$ cat src/rtl/skt_pkg.sv
// Types, constants and saturating helpers for the scalar Kalman tracker.
`timescale 1ns / 1ps
`default_nettype none

package skt_pkg;

    localparam int DATA_W    = 32;
    localparam int COV_W     = 31;
    localparam int CFG_IDX_W = 3;

    localparam logic [CFG_IDX_W-1:0] CFG_TRANS_GAIN   = 3'd0;
    localparam logic [CFG_IDX_W-1:0] CFG_TRANS_GAIN_T = 3'd1;
    localparam logic [CFG_IDX_W-1:0] CFG_DRIFT_OFFSET = 3'd2;
    localparam logic [CFG_IDX_W-1:0] CFG_OBS_GAIN     = 3'd3;
    localparam logic [CFG_IDX_W-1:0] CFG_OBS_GAIN_T   = 3'd4;
    localparam logic [CFG_IDX_W-1:0] CFG_MEAS_NOISE   = 3'd5;
    localparam logic [CFG_IDX_W-1:0] CFG_PROC_NOISE   = 3'd6;

    localparam logic signed [DATA_W-1:0] SAT_MAX = 32'sh7fff_ffff;
    localparam logic signed [DATA_W-1:0] SAT_MIN = 32'sh8000_0000;

    typedef logic signed [DATA_W-1:0] data_t;

    typedef struct packed {
        logic  en;
        data_t op_a;
        data_t op_b;
    } mul_req_t;

    typedef struct packed {
        logic             start;
        data_t            num;
        logic [COV_W-1:0] den;
    } div_req_t;

    typedef struct packed {
        logic  busy;
        data_t quot;
    } div_rsp_t;

    function automatic data_t sat_add(input data_t a, input data_t b);
        logic signed [DATA_W:0] s;
        s = {a[DATA_W-1], a} + {b[DATA_W-1], b};
        if (s[DATA_W] != s[DATA_W-1]) begin
            return s[DATA_W] ? SAT_MIN : SAT_MAX;
        end
        return s[DATA_W-1:0];
    endfunction

    function automatic data_t sat_sub(input data_t a, input data_t b);
        logic signed [DATA_W:0] s;
        s = {a[DATA_W-1], a} - {b[DATA_W-1], b};
        if (s[DATA_W] != s[DATA_W-1]) begin
            return s[DATA_W] ? SAT_MIN : SAT_MAX;
        end
        return s[DATA_W-1:0];
    endfunction

endpackage

`default_nettype wire

$ cat src/rtl/scalar_kalman_tracker.sv
// Top level of the scalar Kalman tracker: sequencer, state, config and output register.
//
//   channel   direction  handshake              payload
//   s_        in         s_valid / s_ready      s_mode, s_sample, s_init_cov, s_init_pred_cov
//   m_        out        m_valid / m_ready      m_current, m_predicted, m_div_fault
//   cfg_      in         cfg_valid / cfg_ready  cfg_index, cfg_data
//
// Each item runs ten multiplies on the shared multiplier (ST_MUL, then ST_WB) and,
// after the innovation step, the divider (ST_DIVGO, ST_DIVWAIT) at two quotient
// bits per cycle; a non-positive denominator skips the divider. s_ready returns once
// the result is loaded into the output register. A result waiting there stalls the
// next item only in ST_FIN. Reset is synchronous and loads the sequencer, config,
// state and m_valid registers; cfg_ready is always high.
`timescale 1ns / 1ps
`default_nettype none

module scalar_kalman_tracker #(
    parameter int FRAC_BITS = 16
) (
    input  wire logic                              aclk,
    input  wire logic                              aresetn,
    input  wire logic                              s_valid,
    output logic                                   s_ready,
    input  wire logic                              s_mode,
    input  wire logic signed [skt_pkg::DATA_W-1:0] s_sample,
    input  wire logic [skt_pkg::COV_W-1:0]         s_init_cov,
    input  wire logic [skt_pkg::COV_W-1:0]         s_init_pred_cov,
    output logic                                   m_valid,
    input  wire logic                              m_ready,
    output logic signed [skt_pkg::DATA_W-1:0]      m_current,
    output logic signed [skt_pkg::DATA_W-1:0]      m_predicted,
    output logic                                   m_div_fault,
    input  wire logic                              cfg_valid,
    output logic                                   cfg_ready,
    input  wire logic [skt_pkg::CFG_IDX_W-1:0]     cfg_index,
    input  wire logic [skt_pkg::DATA_W-1:0]        cfg_data
);

    localparam logic [skt_pkg::DATA_W-1:0] ONE = skt_pkg::DATA_W'(64'd1 << FRAC_BITS);

    localparam logic [2:0] ST_IDLE    = 3'd0;
    localparam logic [2:0] ST_MUL     = 3'd1;
    localparam logic [2:0] ST_WB      = 3'd2;
    localparam logic [2:0] ST_DIVGO   = 3'd3;
    localparam logic [2:0] ST_DIVWAIT = 3'd4;
    localparam logic [2:0] ST_FIN     = 3'd5;

    localparam logic [3:0] OP_PPHT  = 4'd0;
    localparam logic [3:0] OP_HPP   = 4'd1;
    localparam logic [3:0] OP_DEN   = 4'd2;
    localparam logic [3:0] OP_INNOV = 4'd3;
    localparam logic [3:0] OP_EST   = 4'd4;
    localparam logic [3:0] OP_IKH   = 4'd5;
    localparam logic [3:0] OP_COV   = 4'd6;
    localparam logic [3:0] OP_PRED  = 4'd7;
    localparam logic [3:0] OP_AP    = 4'd8;
    localparam logic [3:0] OP_PPRED = 4'd9;

    logic [2:0] state_reg, state_next;
    logic [3:0] step_reg, step_next;

    skt_pkg::data_t a_reg, at_reg, b_reg, h_reg, ht_reg;
    logic [skt_pkg::COV_W-1:0] r_reg, q_reg;

    skt_pkg::data_t x_reg, xp_reg, p_reg, pp_reg;
    skt_pkg::data_t obs_reg, ppht_reg, tmp_reg, den_reg, innov_reg, gain_reg;
    logic           fault_reg;

    logic           m_valid_reg, m_valid_next;
    skt_pkg::data_t m_current_reg, m_predicted_reg;
    logic           m_div_fault_reg;

    skt_pkg::mul_req_t mul_req;
    skt_pkg::data_t    mul_res;
    skt_pkg::div_req_t div_req;
    skt_pkg::div_rsp_t div_rsp;

    logic accept;
    logic den_pos;
    logic fin_load;

    assign s_ready   = (state_reg == ST_IDLE);
    assign cfg_ready = 1'b1;
    assign accept    = s_valid && s_ready;
    assign den_pos   = !den_reg[skt_pkg::DATA_W-1] && (den_reg != '0);
    assign fin_load  = (state_reg == ST_FIN) && (!m_valid_reg || m_ready);

    skt_mul #(.FRAC_BITS(FRAC_BITS)) u_mul (
        .aclk (aclk),
        .req  (mul_req),
        .res  (mul_res)
    );

    skt_div #(.FRAC_BITS(FRAC_BITS)) u_div (
        .aclk    (aclk),
        .aresetn (aresetn),
        .req     (div_req),
        .rsp     (div_rsp)
    );

    always_comb begin
        mul_req.en = (state_reg == ST_MUL);
        case (step_reg)
            OP_PPHT:  begin mul_req.op_a = pp_reg;   mul_req.op_b = ht_reg;    end
            OP_HPP:   begin mul_req.op_a = h_reg;    mul_req.op_b = pp_reg;    end
            OP_DEN:   begin mul_req.op_a = tmp_reg;  mul_req.op_b = ht_reg;    end
            OP_INNOV: begin mul_req.op_a = h_reg;    mul_req.op_b = xp_reg;    end
            OP_EST:   begin mul_req.op_a = gain_reg; mul_req.op_b = innov_reg; end
            OP_IKH:   begin mul_req.op_a = gain_reg; mul_req.op_b = h_reg;     end
            OP_COV:   begin mul_req.op_a = tmp_reg;  mul_req.op_b = pp_reg;    end
            OP_PRED:  begin mul_req.op_a = a_reg;    mul_req.op_b = x_reg;     end
            OP_AP:    begin mul_req.op_a = a_reg;    mul_req.op_b = p_reg;     end
            OP_PPRED: begin mul_req.op_a = tmp_reg;  mul_req.op_b = at_reg;    end
            default:  begin mul_req.op_a = '0;       mul_req.op_b = '0;        end
        endcase
    end

    always_comb begin
        div_req.start = (state_reg == ST_DIVGO);
        div_req.num   = ppht_reg;
        div_req.den   = den_reg[skt_pkg::COV_W-1:0];
    end

    always_comb begin
        state_next = state_reg;
        step_next  = step_reg;
        case (state_reg)
            ST_IDLE: begin
                if (s_valid) begin
                    state_next = ST_MUL;
                    step_next  = OP_PPHT;
                end
            end
            ST_MUL: begin
                state_next = ST_WB;
            end
            ST_WB: begin
                if (step_reg == OP_PPRED) begin
                    state_next = ST_FIN;
                end else begin
                    step_next = step_reg + 1'b1;
                    if ((step_reg == OP_INNOV) && den_pos) begin
                        state_next = ST_DIVGO;
                    end else begin
                        state_next = ST_MUL;
                    end
                end
            end
            ST_DIVGO: begin
                state_next = ST_DIVWAIT;
            end
            ST_DIVWAIT: begin
                if (!div_rsp.busy) begin
                    state_next = ST_MUL;
                end
            end
            ST_FIN: begin
                if (!m_valid_reg || m_ready) begin
                    state_next = ST_IDLE;
                end
            end
            default: begin
                state_next = ST_IDLE;
            end
        endcase
    end

    always_ff @(posedge aclk) begin
        if (!aresetn) begin
            state_reg <= ST_IDLE;
            step_reg  <= OP_PPHT;
        end else begin
            state_reg <= state_next;
            step_reg  <= step_next;
        end
    end

    always_ff @(posedge aclk) begin
        if (!aresetn) begin
            a_reg  <= ONE;
            at_reg <= ONE;
            b_reg  <= '0;
            h_reg  <= ONE;
            ht_reg <= ONE;
            r_reg  <= ONE[skt_pkg::COV_W-1:0];
            q_reg  <= '0;
        end else if (cfg_valid) begin
            case (cfg_index)
                skt_pkg::CFG_TRANS_GAIN:   a_reg  <= cfg_data;
                skt_pkg::CFG_TRANS_GAIN_T: at_reg <= cfg_data;
                skt_pkg::CFG_DRIFT_OFFSET: b_reg  <= cfg_data;
                skt_pkg::CFG_OBS_GAIN:     h_reg  <= cfg_data;
                skt_pkg::CFG_OBS_GAIN_T:   ht_reg <= cfg_data;
                skt_pkg::CFG_MEAS_NOISE:   r_reg  <= cfg_data[skt_pkg::COV_W-1:0];
                skt_pkg::CFG_PROC_NOISE:   q_reg  <= cfg_data[skt_pkg::COV_W-1:0];
                default: begin
                end
            endcase
        end
    end

    always_ff @(posedge aclk) begin
        if (!aresetn) begin
            x_reg  <= '0;
            xp_reg <= '0;
            p_reg  <= '0;
            pp_reg <= '0;
        end else if (accept) begin
            if (s_mode) begin
                x_reg  <= s_sample;
                xp_reg <= s_sample;
                p_reg  <= {1'b0, s_init_cov};
                pp_reg <= {1'b0, s_init_pred_cov};
            end
        end else if (state_reg == ST_WB) begin
            case (step_reg)
                OP_EST:   x_reg  <= skt_pkg::sat_add(mul_res, xp_reg);
                OP_COV:   p_reg  <= mul_res;
                OP_PRED:  xp_reg <= skt_pkg::sat_add(mul_res, b_reg);
                OP_PPRED: pp_reg <= skt_pkg::sat_add(mul_res, {1'b0, q_reg});
                default: begin
                end
            endcase
        end
    end

    always_ff @(posedge aclk) begin
        if (accept) begin
            obs_reg <= s_sample;
        end
        if (state_reg == ST_WB) begin
            case (step_reg)
                OP_PPHT:  ppht_reg  <= mul_res;
                OP_HPP:   tmp_reg   <= mul_res;
                OP_DEN:   den_reg   <= skt_pkg::sat_add(mul_res, {1'b0, r_reg});
                OP_INNOV: begin
                    innov_reg <= skt_pkg::sat_sub(obs_reg, mul_res);
                    if (!den_pos) begin
                        gain_reg  <= '0;
                        fault_reg <= 1'b1;
                    end else begin
                        fault_reg <= 1'b0;
                    end
                end
                OP_IKH:   tmp_reg   <= skt_pkg::sat_sub(ONE, mul_res);
                OP_AP:    tmp_reg   <= mul_res;
                default: begin
                end
            endcase
        end
        if ((state_reg == ST_DIVWAIT) && !div_rsp.busy) begin
            gain_reg <= div_rsp.quot;
        end
    end

    always_comb begin
        if (fin_load) begin
            m_valid_next = 1'b1;
        end else if (m_ready) begin
            m_valid_next = 1'b0;
        end else begin
            m_valid_next = m_valid_reg;
        end
    end

    always_ff @(posedge aclk) begin
        if (!aresetn) begin
            m_valid_reg <= 1'b0;
        end else begin
            m_valid_reg <= m_valid_next;
        end
    end

    always_ff @(posedge aclk) begin
        if (fin_load) begin
            m_current_reg   <= x_reg;
            m_predicted_reg <= xp_reg;
            m_div_fault_reg <= fault_reg;
        end
    end

    assign m_valid     = m_valid_reg;
    assign m_current   = m_current_reg;
    assign m_predicted = m_predicted_reg;
    assign m_div_fault = m_div_fault_reg;

endmodule

`default_nettype wire

$ cat src/rtl/skt_mul.sv
// Shared fixed-point multiplier: registered product, floor shift and saturation.
`timescale 1ns / 1ps
`default_nettype none

module skt_mul #(
    parameter int FRAC_BITS = 16
) (
    input  wire logic               aclk,
    input  wire skt_pkg::mul_req_t  req,
    output skt_pkg::data_t          res
);

    localparam int PROD_W = 2 * skt_pkg::DATA_W;

    logic signed [PROD_W-1:0] prod_reg;
    logic signed [PROD_W-1:0] shifted;

    always_ff @(posedge aclk) begin
        if (req.en) begin
            prod_reg <= req.op_a * req.op_b;
        end
    end

    always_comb begin
        shifted = prod_reg >>> FRAC_BITS;
        if (shifted[PROD_W-1:skt_pkg::DATA_W-1] !=
            {(PROD_W-skt_pkg::DATA_W+1){shifted[PROD_W-1]}}) begin
            res = shifted[PROD_W-1] ? skt_pkg::SAT_MIN : skt_pkg::SAT_MAX;
        end else begin
            res = shifted[skt_pkg::DATA_W-1:0];
        end
    end

endmodule

`default_nettype wire

$ cat src/rtl/skt_div.sv
// Radix-4 restoring divider for the gain quotient, truncating and saturating.
`timescale 1ns / 1ps
`default_nettype none

module skt_div #(
    parameter int FRAC_BITS = 16
) (
    input  wire logic               aclk,
    input  wire logic               aresetn,
    input  wire skt_pkg::div_req_t  req,
    output skt_pkg::div_rsp_t       rsp
);

    localparam int DW     = skt_pkg::DATA_W;
    localparam int RW     = skt_pkg::COV_W;
    localparam int NUM_W  = DW + FRAC_BITS;
    localparam int DIV_W  = NUM_W + (NUM_W % 2);
    localparam int ITER   = DIV_W / 2;
    localparam int CNT_W  = $clog2(ITER);

    logic             busy_reg;
    logic [CNT_W-1:0] cnt_reg;
    logic [RW-1:0]    rem_reg, rem_next;
    logic [DIV_W-1:0] quo_reg, quo_next;
    logic [RW-1:0]    den_reg;
    logic             neg_reg;
    logic [DW-1:0]    mag;
    logic [DW:0]      trial;
    logic             hi_nz;

    assign mag = req.num[DW-1] ? (~req.num + 1'b1) : req.num;

    always_comb begin
        rem_next = rem_reg;
        quo_next = quo_reg;
        trial    = '0;
        for (int i = 0; i < 2; i++) begin
            trial = {1'b0, rem_next, quo_next[DIV_W-1]};
            if (trial >= {2'b00, den_reg}) begin
                trial    = trial - {2'b00, den_reg};
                rem_next = trial[RW-1:0];
                quo_next = {quo_next[DIV_W-2:0], 1'b1};
            end else begin
                rem_next = trial[RW-1:0];
                quo_next = {quo_next[DIV_W-2:0], 1'b0};
            end
        end
    end

    always_ff @(posedge aclk) begin
        if (!aresetn) begin
            busy_reg <= 1'b0;
            cnt_reg  <= '0;
        end else if (req.start) begin
            busy_reg <= 1'b1;
            cnt_reg  <= CNT_W'(ITER - 1);
        end else if (busy_reg) begin
            if (cnt_reg == '0) begin
                busy_reg <= 1'b0;
            end else begin
                cnt_reg <= cnt_reg - 1'b1;
            end
        end
    end

    always_ff @(posedge aclk) begin
        if (req.start) begin
            rem_reg <= '0;
            quo_reg <= DIV_W'({mag, {FRAC_BITS{1'b0}}});
            den_reg <= req.den;
            neg_reg <= req.num[DW-1];
        end else if (busy_reg) begin
            rem_reg <= rem_next;
            quo_reg <= quo_next;
        end
    end

    assign hi_nz = |quo_reg[DIV_W-1:DW];

    always_comb begin
        rsp.busy = busy_reg;
        if (neg_reg) begin
            if (hi_nz || (quo_reg[DW-1] && (|quo_reg[DW-2:0]))) begin
                rsp.quot = skt_pkg::SAT_MIN;
            end else begin
                rsp.quot = ~quo_reg[DW-1:0] + 1'b1;
            end
        end else begin
            if (hi_nz || quo_reg[DW-1]) begin
                rsp.quot = skt_pkg::SAT_MAX;
            end else begin
                rsp.quot = quo_reg[DW-1:0];
            end
        end
    end

endmodule

`default_nettype wire

$ cat config.mk
export PLATFORM = sky130hd
export DESIGN_NAME = scalar_kalman_tracker
export DESIGN_NICKNAME = d
export VERILOG_FILES = /design/src/rtl/skt_pkg.sv /design/src/rtl/scalar_kalman_tracker.sv /design/src/rtl/skt_mul.sv /design/src/rtl/skt_div.sv
export SDC_FILE = /design/constraint.sdc
export NUM_CORES = 2
export LEC_CHECK = 0
export BUFFER_PORTS_ARGS = -buffer_cell sky130_fd_sc_hd__buf_2
export CORE_ASPECT_RATIO = 0.7
export CORE_MARGIN = 2
export CORE_UTILIZATION = 55
export CTS_CLUSTER_DIAMETER = 30
export DETAILED_ROUTE_END_ITERATION = 6
export PLACE_DENSITY = 0.69
export RECOVER_POWER = 100
export SYNTH_ARGS = -nofsm -noshare
export SYNTH_HDL_FRONTEND = slang
export SYNTH_SLANG_ARGS = --single-unit
$ cat constraint.sdc
create_clock -name aclk -period 14.8 [get_ports aclk]
set_clock_uncertainty 0.1 [all_clocks]
set_input_delay 1.48 -clock aclk [delete_from_list [all_inputs] [get_ports aclk]]
set_output_delay 1.48 -clock aclk [all_outputs]
set_load 0.03 [all_outputs]
==> reports/qor.yml <==
global_route:
  grt_pass1_vias: 66400
  grtUsageTotal_pct: 42.6
  grt_pass1_wl_um: 458000
  antenna_found_initial: 34
  grt_max_degree: 139
  gr-total-overflow: 0
setup_path:
  worstPathArrival_ns: 13.24
  ff2ff_setup_slack_ns: 1.96
  r2r_cells: 33
  crit_path_start: "step_reg[3]"
  r2r-start: "step_reg[3]"
  crit_path_start_kind: "flop"
  path_class: "reg -> reg"
  path_common_cell: "fa_1"
  timing.rr.end: "u_mul.prod_reg[58]"
  path_max_fanout: 32
  crit_required_ns: 15.19
  crit_path_max_incr_delay_ns: 1.17
  end_kind: "flop"
  cp_slowest_cell: "and2_0"
sta:
  hold_viol_final: 0
  slew_violations: 1182
  min_period_ns: 12.84
  hold_slack_ns: 0.343
  maxSlewHeadroom_pct: -286
  setup_tns_ns: 0
  clock.fmax_ghz: 0.0779
  final-setup-viol-count: 0
  grt_setup_unrepaired: "no"
  postLayoutSetupSlackWorst_ns: 1.96
  tightest_slew_ns: 5.78
  min_period_over_period_pct: 86.8
logic_synthesis:
  synth_seq_cells: 781
  synth-main-ff-cell: "dfxtp_1"
  ys_warn_count: 0
  avgSynthCellArea_um2: 8.93
  synth_enable_flop_cells: 370
  synth.distinct_cells: 102
  synth_fp_nets: 10600
  ys_async_sr_fraction_pct: 0
  synth_area_um2: 80000
  ys_seq_area_share_pct: 24.2
  synthCells: 8966
clock_tree:
  clock_latency_ns: 0.76
  cts.path.max_buffers: 3
  cts_tree: "done"
  postCtsHoldBufs: 0
  post_cts_resized: 0
  cts_sinks: 781
  clk_pin_slew_worst_paths_ns: 0.06
  postCtsSetupBuffers: 0
  cts_made_buffers: 117
  htree_levels: 3
  cts_root_buffer: "clkbuf_16"
job:
  cap_viol_max_count: 24
floorplan:
  die_width_um: 460
  io_pins: 203
  rows: 117
  die_area_um2: 149000
  start_util_pct: 55.2
  chipHeight_um: 323
  fp.coreArea_um2: 145000
worst_hold_path:
  min_path_type: "reg -> reg"
  hold_depth: 0
  hp-start: "den_reg[10]"
  whs_endpoint: "u_div.den_reg[10]"
status:
  status: "finished, violations left"
  violations: "design-rule violations, max-capacitance violations, max-slew violations"
layout:
  layout.nets: 10600
  fin_util_pct: 59.9
  drive_above_1_share_pct: 5.81
  stdcell_count: 11000
  fillers: 12800
  final_area_um2: 86900
  synthToLayoutAreaGrowth_pct: 8.54
drt:
  drc: 128
  vias_per_cell: 6.32
  ant_nets: 0
  drt_first_iter_violations: 10200
  firstDrtPassIters: 7
  wl_per_cell_um: 28.8
  vias: 69500
  wl_um: 316000
placement:
  numPortBuffers: 201
  place_area_um2: 83100
  dp_hpwl_um: 246000
  gp_congestion: 1.17
  dp_slack_ns: 2.89
  post-place-cells: 10700
power_and_ir_drop:
  p_leak_nw: 38.1
  p_per_area_nw_per_um2: 102
  power_mw: 8.83
  vdd_drop_max_uv: 140
-- worst max-delay path by stage --
| stage | slack (ns) | endpoint |
|---|---|---|
| finish | 1.96 | u_mul.prod_reg[58] |
| global route | 1.43 | u_mul.prod_reg[57] |
| CTS | 2.89 | u_mul.prod_reg[47] |
| detailed placement | 2.89 | u_mul.prod_reg[47] |
| global placement | 2.99 | u_mul.prod_reg[58] |
| floorplan | 4.92 | u_mul.prod_reg[47] |
-- per-layer routing --
layer	track usage, %	vias to the layer above	wire length (µm)
met1	60.5	34200	128000
li1	-	29700	-
met4	17.1	22	15100
met5	0.545	-	265
met3	22.0	732	55300
met2	53.7	4819	117000
-- logic make-up (layout without fill, tap and decap cells) --
family | after synthesis | in the layout | share of synthesized area [%]
flip-flops | 781 | 781 | 24.2
adder cells (fa/ha/maj) | 1505 | 1505 | 33.7
other | 1 | 19 | 0.00468
XOR/XNOR | 265 | 265 | 2.90
AO/OA/AOI/OAI | 1881 | 1881 | 15.6
multiplexers | 32 | 32 | 0.420
buffers and inverters | 1686 | 1783 | 7.98
AND/OR/NAND/NOR | 2815 | 2815 | 15.2
-- final cells by class --
class	count	area, µm²	share of cell area, %
Tap cell	1904	2380	2.74
Antenna cell	18	45.0	0.0518
Timing Repair Buffer	356	1880	2.17
Inverter	1203	4520	5.20
Multi-Input combinational cell	6499	54600	62.8
Clock buffer	134	3110	3.57
Sequential cell	781	19300	22.3
Clock inverter	90	1030	1.18
-- synthesized netlist by cell type (20+ instances only) --
cell | count | area, µm²
nand3_1 | 126 | 631
inv_1 | 1200 | 4500
a211o_1 | 21 | 184
nand4_1 | 36 | 225
a21o_1 | 137 | 1030
xor2_1 | 112 | 981
dfxtp_1 | 411 | 8230
o21a_1 | 65 | 488
a221oi_1 | 20 | 175
o22ai_1 | 21 | 131
xnor2_1 | 153 | 1340
o211ai_1 | 41 | 308
o21bai_1 | 35 | 263
nor3b_1 | 21 | 158
and2_1 | 69 | 432
nand2b_1 | 56 | 350
o31ai_1 | 30 | 225
a21boi_0 | 241 | 1810
and3_1 | 34 | 213
a222oi_1 | 46 | 460
nor2_1 | 741 | 2780
or3_1 | 52 | 325
a31oi_1 | 115 | 719
nor2b_1 | 78 | 488
nor3_1 | 86 | 430
ha_1 | 408 | 5100
a211oi_1 | 107 | 803
nand2_1 | 1406 | 5280
a22oi_1 | 95 | 713
fa_1 | 1089 | 21800
clkbuf_1 | 449 | 1690
nor4_1 | 27 | 169
a21oi_1 | 400 | 2000
edfxtp_1 | 370 | 11100
o21ai_0 | 344 | 1720
-- worst max-delay path, delay by kind of cell, from the launching register on --
kind	cells	cell delay, ns
flops	1	0.78
compound gates	7	2.81
xor+xnor	1	0.10
fa+ha+maj	9	4.59
simple gates	8	3.03
buf+inv	8	1.10
-- layout by cell type (no fill, tap or decap), drive strengths merged, types with 28 or more instances in the layout --
cell	count
a211oi	108
a21boi	243
a21o	137
a21oi	400
a222oi	46
a22oi	95
a31oi	115
and2	71
and3	34
buf	212
clkbuf	278
clkinv	37
dfxtp	411
edfxtp	370
fa	1089
ha	408
inv	1238
nand2	1406
nand2b	56
nand3	126
nand4	36
nor2	742
nor2b	78
nor3	88
nor4	28
o211ai	41
o21a	65
o21ai	360
o21bai	35
o31ai	30
or3	59
xnor2	153
xor2	112
-- power breakdown --
group	internal, mW	switching, mW
clock	1.71	1.20
sequential	2.46	0.211
combinational	1.16	2.08
total	5.34	3.49
No activity file was read; power rests on OpenSTA's default activity.
